`src/hdl/mpeg_audio_duration_estimator_top_macros.svh`:
```
// Assertion macros for the duration estimator controller (made_ctrl).
// Depends on nothing; included by files that carry assertions.
`ifndef MPEG_AUDIO_DURATION_ESTIMATOR_TOP_MACROS_SVH
`define MPEG_AUDIO_DURATION_ESTIMATOR_TOP_MACROS_SVH

// Implication checked on every rising clock edge outside reset.
`define MADE_ASSERT_IMPL(label, clk, rstn, ante, cons, msg) \
    label: assert property (@(posedge clk) disable iff (!rstn) (ante) |-> (cons)) \
        else $error(msg);

// Next-cycle implication checked outside reset.
`define MADE_ASSERT_NEXT(label, clk, rstn, ante, cons, msg) \
    label: assert property (@(posedge clk) disable iff (!rstn) (ante) |=> (cons)) \
        else $error(msg);

`endif

```
`src/hdl/made_pkg.sv`:
```
// Types, codes and decode tables for the duration estimator.
// No dependencies; used by every module of the block.
package made_pkg;

    typedef struct packed {
        logic [7:0] data_byte;
        logic       last_byte;
    } made_in_t;

    typedef struct packed {
        logic        header_found;
        logic [8:0]  bitrate_kbps;
        logic        duration_valid;
        logic        from_frame_count;
        logic [30:0] duration_seconds;
    } made_out_t;

    typedef enum logic [1:0] {
        PH_SEARCH  = 2'd0,
        PH_TAG     = 2'd1,
        PH_COUNTED = 2'd2
    } made_phase_t;

    typedef enum logic [2:0] {
        ST_IDLE   = 3'd0,
        ST_MUL    = 3'd1,
        ST_DIV    = 3'd2,
        ST_OUT    = 3'd3
    } made_state_t;

    localparam logic CFG_FILE_SIZE = 1'b0;
    localparam logic CFG_AUDIO_OFS = 1'b1;

    // controller -> datapath
    typedef struct packed {
        logic take_byte;
        logic start_mul;
        logic start_div;
        logic div_step;
        logic load_out;
    } made_cmd_t;

    // datapath -> controller
    typedef struct packed {
        logic div_done;
    } made_sts_t;

    function automatic logic [8:0] rate_v1(input logic [3:0] ix);
        logic [8:0] r;
        unique case (ix)
            4'd1: r = 9'd32;   4'd2: r = 9'd40;   4'd3: r = 9'd48;
            4'd4: r = 9'd56;   4'd5: r = 9'd64;   4'd6: r = 9'd80;
            4'd7: r = 9'd96;   4'd8: r = 9'd112;  4'd9: r = 9'd128;
            4'd10: r = 9'd160; 4'd11: r = 9'd192; 4'd12: r = 9'd224;
            4'd13: r = 9'd256; 4'd14: r = 9'd320;
            default: r = 9'd0;
        endcase
        return r;
    endfunction

    function automatic logic [8:0] rate_v2(input logic [3:0] ix);
        logic [8:0] r;
        unique case (ix)
            4'd1: r = 9'd8;    4'd2: r = 9'd16;   4'd3: r = 9'd24;
            4'd4: r = 9'd32;   4'd5: r = 9'd40;   4'd6: r = 9'd48;
            4'd7: r = 9'd56;   4'd8: r = 9'd64;   4'd9: r = 9'd80;
            4'd10: r = 9'd96;  4'd11: r = 9'd112; 4'd12: r = 9'd128;
            4'd13: r = 9'd144; 4'd14: r = 9'd160;
            default: r = 9'd0;
        endcase
        return r;
    endfunction

    function automatic logic [15:0] freq_tab(input logic v1, input logic [1:0] ix);
        logic [15:0] f;
        unique case ({v1, ix})
            3'b100: f = 16'd44100;
            3'b101: f = 16'd48000;
            3'b110: f = 16'd32000;
            3'b000: f = 16'd22050;
            3'b001: f = 16'd24000;
            3'b010: f = 16'd16000;
            default: f = 16'd0;
        endcase
        return f;
    endfunction

endpackage

```
`src/hdl/made_ctrl.sv`:
```
// Sequencer for the duration estimator: byte intake, then multiply, divide and result load.
// Depends on made_pkg and the assertion macros header.
`include "mpeg_audio_duration_estimator_top_macros.svh"
module made_ctrl
    import made_pkg::*;
(
    input  logic      aclk,
    input  logic      aresetn,
    input  logic      s_valid,
    output logic      s_ready,
    input  logic      last_in,
    output logic      m_valid,
    input  logic      m_ready,
    output made_cmd_t cmd,
    input  made_sts_t sts
);
    made_state_t state_reg, state_next;
    logic        m_valid_reg, m_valid_next;

    always_ff @(posedge aclk) begin
        if (!aresetn) begin
            state_reg   <= ST_IDLE;
            m_valid_reg <= 1'b0;
        end else begin
            state_reg   <= state_next;
            m_valid_reg <= m_valid_next;
        end
    end

    always_comb begin
        state_next   = state_reg;
        m_valid_next = m_valid_reg;
        cmd          = '0;
        s_ready      = 1'b0;
        if (m_valid_reg && m_ready) begin
            m_valid_next = 1'b0;
        end
        unique case (state_reg)
            ST_IDLE: begin
                s_ready       = 1'b1;
                cmd.take_byte = s_valid;
                if (s_valid && last_in) begin
                    state_next = ST_MUL;
                end
            end
            ST_MUL: begin
                cmd.start_mul = 1'b1;
                state_next    = ST_DIV;
            end
            ST_DIV: begin
                // one quotient bit per cycle until the divider reports done
                cmd.div_step = 1'b1;
                if (sts.div_done) begin
                    state_next = ST_OUT;
                end
            end
            ST_OUT: begin
                // wait for the output register to free up
                if (!m_valid_next) begin
                    cmd.load_out = 1'b1;
                    m_valid_next = 1'b1;
                    state_next   = ST_IDLE;
                end
            end
            default: state_next = ST_IDLE;
        endcase
    end

    assign m_valid = m_valid_reg;

    `MADE_ASSERT_IMPL(a_no_take_busy, aclk, aresetn,
        state_reg != ST_IDLE, !s_ready, "ready while busy")
    `MADE_ASSERT_NEXT(a_last_starts, aclk, aresetn,
        s_valid && s_ready && last_in, state_reg == ST_MUL, "last byte not followed by compute")
    `MADE_ASSERT_NEXT(a_load_valid, aclk, aresetn,
        cmd.load_out, m_valid_reg, "load without valid")
endmodule

```
`src/hdl/made_dp.sv`:
```
// Datapath: byte window, header and tag scan, frame product and serial divider.
// Depends on made_pkg.
module made_dp
    import made_pkg::*;
#(
    parameter int HeaderSearchLimit = 8192,
    parameter int TagSearchSpan     = 200
) (
    input  logic        aclk,
    input  logic        aresetn,
    input  made_in_t    in_word,
    input  logic [30:0] file_size,
    input  logic [30:0] audio_ofs,
    input  made_cmd_t   cmd,
    output made_sts_t   sts,
    output made_out_t   out_word
);
    localparam int PosCap = HeaderSearchLimit + TagSearchSpan + 16;
    localparam int PW     = $clog2(PosCap + 1);
    localparam int HW     = $clog2(HeaderSearchLimit);

    logic [7:0]  win_reg [13];
    logic [PW-1:0] pos_reg;
    made_phase_t phase_reg;
    logic [HW-1:0] hpos_reg;
    logic [8:0]  rate_reg;
    logic [15:0] freq_reg;
    logic        long_reg;
    logic [31:0] frames_reg;

    // snapshot of stream result, taken at the last byte
    made_phase_t fph_reg;
    logic [8:0]  frate_reg;
    logic [15:0] ffreq_reg;
    logic        flong_reg;
    logic [31:0] fframes_reg;
    logic        size_ok_reg;
    logic [30:0] size_diff_reg;

    logic [31:0] dvd_reg;   // dividend shifting into quotient
    logic [31:0] rem_reg;
    logic [16:0] dsr_reg;
    logic [5:0]  cnt_reg;
    logic        div_run_reg;
    made_out_t   out_reg;

    logic [7:0] w [13];
    always_comb begin
        for (int i = 0; i < 12; i++) w[i] = win_reg[i + 1];
        w[12] = in_word.data_byte;
    end

    // header decode on shifted window
    logic [1:0]  ver, lay, frix;
    logic [3:0]  brix;
    logic [8:0]  hrate;
    logic [15:0] hfreq;
    logic        hdr_ok, tag_ok, in_hwin, in_twin;
    logic [PW:0] jpos;
    always_comb begin
        ver   = w[9][4:3];
        lay   = w[9][2:1];
        brix  = w[10][7:4];
        frix  = w[10][3:2];
        hrate = (ver == 2'd3) ? rate_v1(brix) : rate_v2(brix);
        hfreq = freq_tab(ver == 2'd3, frix);
        hdr_ok = (w[8] == 8'hff) && ((w[9] & 8'he0) == 8'he0) && (ver != 2'd1)
              && (lay == 2'd1) && (hrate != 9'd0) && (hfreq != 16'd0);
        in_hwin = (pos_reg >= PW'(4)) && ((pos_reg - PW'(4)) < PW'(HeaderSearchLimit));
        tag_ok = (((w[0] == "X") && (w[1] == "i") && (w[2] == "n") && (w[3] == "g"))
               || ((w[0] == "I") && (w[1] == "n") && (w[2] == "f") && (w[3] == "o")))
               && w[7][0] && ({w[8], w[9], w[10], w[11]} != 32'd0);
        jpos   = {1'b0, pos_reg} - (PW+1)'(12);
        in_twin = (pos_reg >= PW'(12))
               && (jpos >= (PW+1)'(hpos_reg) + (PW+1)'(4))
               && (jpos < (PW+1)'(hpos_reg) + (PW+1)'(TagSearchSpan));
    end

    always_ff @(posedge aclk) begin
        if (!aresetn) begin
            pos_reg   <= '0;
            phase_reg <= PH_SEARCH;
            for (int i = 0; i < 13; i++) win_reg[i] <= 8'd0;
            hpos_reg <= '0; rate_reg <= '0; freq_reg <= '0;
            long_reg <= 1'b0; frames_reg <= '0;
        end else if (cmd.take_byte) begin
            if (in_word.last_byte) begin
                pos_reg   <= '0;
                phase_reg <= PH_SEARCH;
                for (int i = 0; i < 13; i++) win_reg[i] <= 8'd0;
                hpos_reg <= '0; rate_reg <= '0; freq_reg <= '0;
                long_reg <= 1'b0; frames_reg <= '0;
            end else begin
                for (int i = 0; i < 13; i++) win_reg[i] <= w[i];
                if (pos_reg < PW'(PosCap)) pos_reg <= pos_reg + PW'(1);
                if (phase_reg == PH_SEARCH && in_hwin && hdr_ok) begin
                    rate_reg  <= hrate;
                    freq_reg  <= hfreq;
                    long_reg  <= (ver == 2'd3);
                    hpos_reg  <= HW'(pos_reg - PW'(4));
                    phase_reg <= PH_TAG;
                end else if (phase_reg == PH_TAG && in_twin && tag_ok) begin
                    frames_reg <= {w[8], w[9], w[10], w[11]};
                    phase_reg  <= PH_COUNTED;
                end
            end
        end
    end

    // snapshot includes the last byte's own scan
    always_ff @(posedge aclk) begin
        if (cmd.take_byte && in_word.last_byte) begin
            fph_reg     <= phase_reg;
            frate_reg   <= rate_reg;
            ffreq_reg   <= freq_reg;
            flong_reg   <= long_reg;
            fframes_reg <= frames_reg;
            if (phase_reg == PH_SEARCH && in_hwin && hdr_ok) begin
                fph_reg   <= PH_TAG;
                frate_reg <= hrate;
                ffreq_reg <= hfreq;
                flong_reg <= (ver == 2'd3);
            end else if (phase_reg == PH_TAG && in_twin && tag_ok) begin
                fph_reg     <= PH_COUNTED;
                fframes_reg <= {w[8], w[9], w[10], w[11]};
            end
            size_ok_reg   <= file_size > audio_ofs;
            size_diff_reg <= file_size - audio_ofs;
        end
    end

    // frames*1152 = (f<<10)+(f<<7); frames*576 = (f<<9)+(f<<6)
    logic [31:0] prod;
    assign prod = flong_reg ? ((fframes_reg << 10) + (fframes_reg << 7))
                            : ((fframes_reg << 9) + (fframes_reg << 6));

    // (d / 125) / rate equals d / (125 * rate) for whole numbers; 125r = 128r - 4r + r
    logic [16:0] rate125;
    assign rate125 = ({8'd0, frate_reg} << 7) - ({8'd0, frate_reg} << 2) + {8'd0, frate_reg};

    logic [32:0] trial;
    assign trial = {rem_reg, dvd_reg[31]} - {16'd0, dsr_reg};

    always_ff @(posedge aclk) begin
        if (!aresetn) begin
            div_run_reg <= 1'b0;
            cnt_reg     <= '0;
        end else if (cmd.start_mul) begin
            rem_reg     <= '0;
            cnt_reg     <= 6'd32;
            div_run_reg <= 1'b1;
            if (fph_reg == PH_COUNTED) begin
                dvd_reg <= prod;
                dsr_reg <= {1'b0, ffreq_reg};
            end else begin
                dvd_reg <= {1'b0, size_diff_reg};
                dsr_reg <= rate125;
            end
        end else if (cmd.div_step && div_run_reg) begin
            if (cnt_reg != 6'd0) begin
                // restoring divide, one quotient bit per cycle
                if (!trial[32]) begin
                    rem_reg <= trial[31:0];
                    dvd_reg <= {dvd_reg[30:0], 1'b1};
                end else begin
                    rem_reg <= {rem_reg[30:0], dvd_reg[31]};
                    dvd_reg <= {dvd_reg[30:0], 1'b0};
                end
                cnt_reg <= cnt_reg - 6'd1;
            end else begin
                div_run_reg <= 1'b0;
            end
        end
    end

    assign sts.div_done = div_run_reg && (cnt_reg == 6'd0);

    always_ff @(posedge aclk) begin
        if (cmd.load_out) begin
            out_reg.header_found     <= (fph_reg != PH_SEARCH);
            out_reg.bitrate_kbps     <= (fph_reg != PH_SEARCH) ? frate_reg : 9'd0;
            out_reg.from_frame_count <= (fph_reg == PH_COUNTED);
            if (fph_reg == PH_COUNTED) begin
                out_reg.duration_valid   <= 1'b1;
                out_reg.duration_seconds <= dvd_reg[30:0];
            end else if (fph_reg == PH_TAG && size_ok_reg) begin
                out_reg.duration_valid   <= 1'b1;
                out_reg.duration_seconds <= dvd_reg[30:0];
            end else begin
                out_reg.duration_valid   <= 1'b0;
                out_reg.duration_seconds <= '0;
            end
        end
    end

    assign out_word = out_reg;
endmodule

```
`src/hdl/mpeg_audio_duration_estimator_top.sv`:
```
// Top level of the MP3 duration estimator: config registers, controller, datapath.
// Depends on made_pkg, made_ctrl and made_dp.
// Bytes are taken one per cycle while scanning. After the byte marked last the
// block is busy: it sets up, runs a one-bit-per-cycle divide (by the sample
// rate for a frame count, by 125 times the bitrate for a size estimate),
// finishes and loads the result word. The load waits while the previous
// result word has not been taken. Then the block presents the result and
// returns to taking bytes.
module mpeg_audio_duration_estimator_top
    import made_pkg::*;
#(
    parameter int HEADER_SEARCH_LIMIT = 8192,
    parameter int TAG_SEARCH_SPAN     = 200
) (
    input  logic        aclk,
    input  logic        aresetn,
    input  logic        s_valid,
    output logic        s_ready,
    input  made_in_t    s_data,
    output logic        m_valid,
    input  logic        m_ready,
    output made_out_t   m_data,
    input  logic        cfg_we,
    input  logic        cfg_index,
    input  logic [30:0] cfg_wdata
);
    logic [30:0] file_size_reg, audio_ofs_reg;
    made_cmd_t   cmd;
    made_sts_t   sts;

    always_ff @(posedge aclk) begin
        if (!aresetn) begin
            file_size_reg <= '0;
            audio_ofs_reg <= '0;
        end else if (cfg_we) begin
            unique case (cfg_index)
                CFG_FILE_SIZE: file_size_reg <= cfg_wdata;
                CFG_AUDIO_OFS: audio_ofs_reg <= cfg_wdata;
                default: ;
            endcase
        end
    end

    made_ctrl u_ctrl (
        .aclk    (aclk),
        .aresetn (aresetn),
        .s_valid (s_valid),
        .s_ready (s_ready),
        .last_in (s_data.last_byte),
        .m_valid (m_valid),
        .m_ready (m_ready),
        .cmd     (cmd),
        .sts     (sts)
    );

    made_dp #(
        .HeaderSearchLimit (HEADER_SEARCH_LIMIT),
        .TagSearchSpan     (TAG_SEARCH_SPAN)
    ) u_dp (
        .aclk      (aclk),
        .aresetn   (aresetn),
        .in_word   (s_data),
        .file_size (file_size_reg),
        .audio_ofs (audio_ofs_reg),
        .cmd       (cmd),
        .sts       (sts),
        .out_word  (m_data)
    );
endmodule
```
`config.mk`:
```
export PLATFORM = sky130hd
export DESIGN_NAME = mpeg_audio_duration_estimator_top
export DESIGN_NICKNAME = d
export VERILOG_FILES = /design/src/hdl/made_pkg.sv /design/src/hdl/made_ctrl.sv /design/src/hdl/made_dp.sv /design/src/hdl/mpeg_audio_duration_estimator_top.sv
export VERILOG_INCLUDE_DIRS = /design/src /design/src/hdl
export SDC_FILE = /design/constraint.sdc
export NUM_CORES = 1
export LEC_CHECK = 0
export BUFFER_PORTS_ARGS = -buffer_cell sky130_fd_sc_hd__buf_2
export CAP_MARGIN = 25
export CORE_MARGIN = 2
export CORE_UTILIZATION = 55
export DETAILED_ROUTE_END_ITERATION = 6
export PLACE_DENSITY = 0.69
export SETUP_SLACK_MARGIN = 0.15
export SLEW_MARGIN = 20
export SYNTH_ARGS = -nofsm -noshare
export SYNTH_HDL_FRONTEND = slang
export SYNTH_SLANG_ARGS = --single-unit
```
`constraint.sdc`:
```
create_clock -name aclk -period 6.6 [get_ports aclk]
set_clock_uncertainty 0.05 [all_clocks]
set_input_delay 0.33 -clock aclk [delete_from_list [all_inputs] [get_ports aclk]]
set_output_delay 0.33 -clock aclk [all_outputs]
set_load 0.02 [all_outputs]
```
Word level (Yosys, flattened, before mapping)
Memories as Yosys holds them, arrays and structs flattened.
Cells that the tools add are included.
{"block": "word_totals", "elab_cells": 243, "ramBits": 104, "out_inout_bits": 45, "memories": 3, "in_bits": 46, "reg_bits": 370, "rom_bits": 176}
{"block": "classes", "eq_ne": 28, "bitwise_logic": 28, "n_reduce_logical": 51, "n_mux": 84, "order_cmp": 7, "add_sub_neg": 12}
{"memory": "u_dp.win_reg", "depth": 13, "word_bits": 8, "read_ports": 12, "rd_ports_with_merged_regs": 0, "wr": 13, "line_no": "made_dp.sv:22", "text": "logic [7:0] win_reg [13];"}
{"memory": "(no name shown)", "depth": 16, "word_bits": 6, "read_ports": 1, "rd_ports_with_merged_regs": 0, "wr": 0, "line_no": "made_pkg.sv:50", "text": "unique case (ix)"}
{"memory": "(no name shown)", "depth": 16, "word_bits": 5, "read_ports": 1, "rd_ports_with_merged_regs": 0, "wr": 0, "line_no": "made_pkg.sv:63", "text": "unique case (ix)"}
{"cell": "32-bit two-way mux", "count": 11}
{"cell": "8-bit two-way mux", "count": 26}
{"cell": "16-bit case mux with 6 select lines", "count": 1}
{"cell": "32-bit adder", "count": 2}
{"cell": "8-bit by 7-bit equality test with 1-bit output, second input constant", "count": 8}
{"cell": "31-bit two-way mux", "count": 2}
{"cell": "16-bit two-way mux", "count": 3}
{"cell": "33-bit by 17-bit subtractor with 33-bit output", "count": 1}
{"cell": "32-bit nonzero test", "count": 1}
{"cell": "31-bit greater-than comparator", "count": 1}
{"cell": "31-bit subtractor", "count": 1}
{"cell": "14-bit < comparator, second input constant", "count": 2}
{"cell": "14-bit two-way mux", "count": 2}
{"cell": "9-bit two-way mux", "count": 3}
{"cell": "1-bit logical AND", "count": 26}
{"cell": "13-bit two-way mux", "count": 2}
{"cell": "1-bit bitwise OR", "count": 26}
{"cell": "1-bit two-way mux", "count": 24}
{"cell": "6-bit two-way mux", "count": 3}
{"cell": "17-bit by 9-bit adder with 17-bit output", "count": 1}
{"cell": "16-bit by 11-bit subtractor with 17-bit output", "count": 1}
{"cell": "2-bit AND reduction", "count": 8}
{"cell": "16-bit nonzero test", "count": 1}
{"cell": "15-bit >= comparator", "count": 1}
{"cell": "other kinds (30)", "count": 53}

Longest topological paths before layout
An unclocked memory read counts as a cell.
{"block": "depth", "ltp_word": 12, "depth_mapped": 16, "ltp_nobuf": 14}

Cells and area by module
A second synthesis with hierarchy kept.
{"block": "unflattened", "cells_unflattened": 2261, "hier_area_um2": 24250.8}
{"module": "made_dp", "instances": 1, "seq_area_each_um2": 10950.5, "area_per_inst_um2": 21649.5, "cells_per_inst": 1997}
{"module": "mpeg_audio_duration_estimator_top", "instances": 1, "seq_area_each_um2": 1241.2, "area_per_inst_um2": 2351.0, "cells_per_inst": 237}
{"module": "made_ctrl", "instances": 1, "seq_area_each_um2": 60.1, "area_per_inst_um2": 250.2, "cells_per_inst": 27}

Least setup slack after synthesis
OpenSTA, ideal clock, no wires.
{"block": "synth_path", "path_kind": "reg-to-reg", "startpoint": "register u_ctrl.state_reg[0]", "endpoint": "register u_dp.fframes_reg[0], enable pin", "arrival_time_ps": 4518, "period_less_slack_ps": 5100, "setup_slack_ps": 1500, "n_path_buf": 0, "setup_ps": 531, "path_stages_with_launch": 5, "path_cell_list": "dfxtp_1 -> inv_1 -> ha_1 -> nand2_1 -> nor2_1"}
{"block": "synth_via", "elab_chain_cells": 3}
{"item": "start, declared", "line_no": "made_ctrl.sv:17", "text": "made_state_t state_reg, state_next;"}
{"item": "start signal, assigned", "line_no": "made_ctrl.sv:25", "text": "state_reg <= state_next;"}
{"item": "3-bit zero test", "line_no": "made_ctrl.sv:38", "text": "unique case (state_reg)"}
{"item": "1-bit two-way mux", "line_no": "made_ctrl.sv:38"}
{"item": "1-bit logical AND", "line_no": "made_dp.sv:112", "text": "if (cmd.take_byte && in_word.last_byte) begin"}
{"item": "end signal, assigned", "line_no": "made_dp.sv:117", "text": "fframes_reg <= frames_reg;"}
{"item": "end signal, assigned", "line_no": "made_dp.sv:125", "text": "fframes_reg <= {w[8], w[9], w[10], w[11]};"}
{"item": "end, declared", "line_no": "made_dp.sv:36", "text": "logic [31:0] fframes_reg;"}
Every way passes these cells.
A chain may end at the register's enable or synchronous reset.

Worst setup path after layout
{"block": "layout_path", "startpoint": "register u_dp.pos_reg[4]", "endpoint": "register u_dp.frames_reg[5]"}
{"block": "layout_via", "elab_chain_cells": 9, "elab_cells_between_ends": 17}
{"item": "start, declared", "line_no": "made_dp.sv:23", "text": "logic [PW-1:0] pos_reg;"}
{"item": "start signal, assigned", "line_no": "made_dp.sv:95", "text": "if (pos_reg < PW'(PosCap)) pos_reg <= pos_reg + PW'(1);"}
{"item": "14-bit by 4-bit subtractor with 15-bit output", "line_no": "made_dp.sv:73", "text": "jpos = {1'b0, pos_reg} - (PW+1)'(12);"}
{"item": "15-bit >= comparator", "line_no": "made_dp.sv:75", "text": "&& (jpos >= (PW+1)'(hpos_reg) + (PW+1)'(4))"}
{"item": "1-bit logical AND", "line_no": "made_dp.sv:75"}
{"item": "1-bit logical AND", "line_no": "made_dp.sv:76", "text": "&& (jpos < (PW+1)'(hpos_reg) + (PW+1)'(TagSearchSpan));"}
{"item": "1-bit logical AND (2 in series)", "line_no": "made_dp.sv:102", "text": "end else if (phase_reg == PH_TAG && in_twin && tag_ok) begin"}
{"item": "32-bit two-way mux"}
{"item": "32-bit two-way mux * (2 in series)"}
{"item": "end signal, assigned", "line_no": "made_dp.sv:103", "text": "frames_reg <= {w[8], w[9], w[10], w[11]};"}
{"item": "end, declared", "line_no": "made_dp.sv:29", "text": "logic [31:0] frames_reg;"}
Mark *: on every way between the ends. The rest lies on a longest branch, timed or not.

==> results.json <==
{
  "grt_overflow_total": 0,
  "timing.hold.ws_ns": 0.0212,
  "netlist_instances": 2339,
  "initial_utilization_pct": 55.3,
  "final_area_mm2": 0.0272,
  "crit_type": "reg -> reg",
  "first_iter_violations": 1401,
  "drive_gt1_share_pct": 10.6,
  "p_leak_nw": 11.0,
  "largest_reg_flops": 96,
  "cp.required_ns": 7.08,
  "fin_setup_tns_ns": 0,
  "tightestPinTransition_ns": 0.981,
  "area_growth_pct": 12.1,
  "layout.nets": 2601,
  "avgViaCountPerCell": 5.74,
  "antenna_found_initial": 0,
  "fin_crit_ns": 5.27,
  "ys_warn_count": 0,
  "die_w_um": 214,
  "grt_max_degree": 98,
  "setup_ws_ns": 1.33,
  "synth-main-ff-cell": "edfxtp_1",
  "synth_top_area_share_pct": 37.8,
  "dieArea_mm2": 0.0459,
  "crit_path_max_fanout": 26,
  "synth_area_mm2": 0.0243,
  "io_pins": 91,
  "cts.path.max_buffers": 3,
  "grt_usage_pct": 23.7,
  "clkSlewWorstSetupHoldPaths_ns": 0.06,
  "finalCritPeriodShare_pct": 79.9,
  "synth_fp_nets": 2522,
  "wl_per_cell_um": 18.0,
  "synth-async-reset-ratio_pct": 0,
  "endpoint_kind": "flip-flop",
  "htree_levels": 2,
  "path_cells": "nor4_1 > nand2_1 > nor2_1 > xor2_1 > ha_1 > a21o_1 > a211o_1 > a21oi_1 > o21ai_0 > maj3_1 > a211oi_4 > and2_1 > a22o_1",
  "synth_area_leaders": "edfxtp_1 38%, dfxtp_1 13%, ha_1 6.8%",
  "io_buffers": 90,
  "synth_edf_count": 306,
  "cpMaxStageDelayCell": "and2_1",
  "ir_worst_vdd_mv": 0.238,
  "rsz0062_at_grt": "false",
  "cts_resized": 0,
  "relSlewSlack_pct": 34.6,
  "diodes": 0,
  "globalplace.congestion": 0.915,
  "critPathMaxStageDelay_ns": 0.89,
  "ys_seq_elements": 459,
  "ys_types": 84,
  "startpoint_type": "flip-flop",
  "num_vias": 17518,
  "finalHoldViolCount": 0,
  "grt_pass1_wl_um": 88900,
  "grt_pass1_vias": 16887,
  "cts_tree": "built",
  "drc": 0,
  "insertion_delay_ns": 0.59,
  "numClockSinks": 459,
  "cts-root-buf": "clkbuf_16",
  "seq_area_frac_synth_pct": 50.4,
  "row_count": 77,
  "timing.fmax_mhz": 190,
  "cts_inserted_buffers": 50,
  "cts_setup_buffers": 0,
  "drt_pass1_iterations": 5,
  "yosys.area.top_type": "edfxtp_1",
  "syn_avg_cell_area_um2": 10.4,
  "power.density_mw_per_mm2": 320,
  "routed_wl_um": 54900,
  "status": "completed",
  "place_area_mm2": 0.0252,
  "final-setup-viol-count": 0,
  "cap_violations": 0,
  "dieHeight_um": 214,
  "hp-class": "in -> reg",
  "ant_nets": 0,
  "dpl.cell_count": 2924,
  "crit_arrival_ns": 5.75,
  "dp_hpwl_um": 37900,
  "core_mm2": 0.0439,
  "slew_viol_final": 0,
  "pre_cts_slack_ns": 1.42,
  "instances_no_fill": 3052
}
-- routing by layer --
metal	part of all wire (%)	routed length, um	global-route usage (%)	vias up
li1	-	-	-	8593
met5	0	0	0	-
met4	2.5	1390	7.64	0
met2	45	24600	36.9	471
met1	47	25600	33.8	8366
met3	6.2	3400	4.14	88
-- cell type report --
type / count / area, um2
clock buffers: 80 / 1570
clock inverters: 14 / 105
fillers: 3628 / 16700
inverters: 118 / 443
multi-input cells: 1642 / 11100
flip-flops and latches: 459 / 12300
well taps: 592 / 741
repair buffers: 147 / 1000
-- final timing paths --
path	start	endpoint	slack, ns	depth (start not counted)
hold reg to reg	u_dp.rate_reg[0]$_SDFFE_PN0P_	u_dp.rate_reg[0]$_SDFFE_PN0P_	0.40	1
setup / recovery	u_dp.pos_reg[4]$_SDFFE_PN0P_	u_dp.frames_reg[5]$_SDFFE_PN0P_	1.33	13
setup reg to reg	u_dp.pos_reg[4]$_SDFFE_PN0P_	u_dp.frames_reg[5]$_SDFFE_PN0P_	1.33	13
hold / removal	s_data[3]	u_dp.win_reg[0][98]$_SDFFCE_PN0P_	0.02	2
-- cell usage after synthesis, drive strengths merged (41+ instances only) --
cell type	n
edfxtp	306
nand2	265
dfxtp	153
nor2	151
ha	132
inv	117
a21oi	114
and3	111
o21ai	108
clkbuf	98
a21boi	78
xnor2	76
and2	56
a22o	46
a21o	45
mux2	45
xor2	41
-- per-stage QoR --
stage	util (%)	power (mW)
3_3_place_gp	57.3	5.85
4_1_cts	62.0	8.75
3_5_place_dp	57.4	5.91
5_1_grt	62.0	9.15
6_report	62.0	8.71
2_1_floorplan	-	5.31
-- kinds of logic after synthesis --
family,synth area share [%]
XOR/XNOR,4.22
flip-flops,50.4
AND/OR/NAND/NOR,16.7
adder cells (fa/ha/maj),7.25
buffers and inverters,3.94
multiplexers,3.28
AO/OA/AOI/OAI,14.2
-- report_power, final --
part           internal, mW  switching, mW
logic                 0.797           1.28
clock network          1.67           1.14
registers              3.57          0.242
total                  6.04           2.67
-- worst max-delay path, delay by kind of cell (launching register included) --
| family | cells | cell delay (ns) |
|---|---|---|
| xor+xnor | 1 | 0.27 |
| flops | 1 | 0.46 |
| fa+ha+maj | 2 | 0.70 |
| compound gates | 6 | 1.75 |
| simple gates | 4 | 1.96 |
-- layout by cell type (no fill, tap or decap), types with 12 or more instances in the layout --
cell type      synthesis  final
nand4_1               20     20
mux2_2                32     32
nand2_1              265    265
and3_1               111    111
nor2_1               151    149
o21ai_1               12     12
inv_1                117    116
a22o_1                46     46
a21o_1                45     45
nand3_1               24     24
dlygate4sd3_1          0     32
or3_1                 14     14
edfxtp_1             306    306
nand2b_1              22     22
a21boi_0              78     78
clkbuf_16              0     57
nor2b_1               24     22
nor3_1                30     30
a21oi_1              114    114
o21ai_0               96     95
buf_4                  2     21
buf_2                  9     89
o21a_1                21     20
xor2_1                41     41
nor4_1                21     21
clkbuf_1              98     17
ha_1                 132    131
mux2i_1               26     26
dfxtp_1              153    153
and2_1                56     55
a211oi_1              17     17
xnor2_1               76     76
-- timing repair --
item                       CTS  global route
hold endpoints to repair    63             0
setup endpoints to repair    0             0
hold buffers                32             0
(Power assumes the default switching activity.)
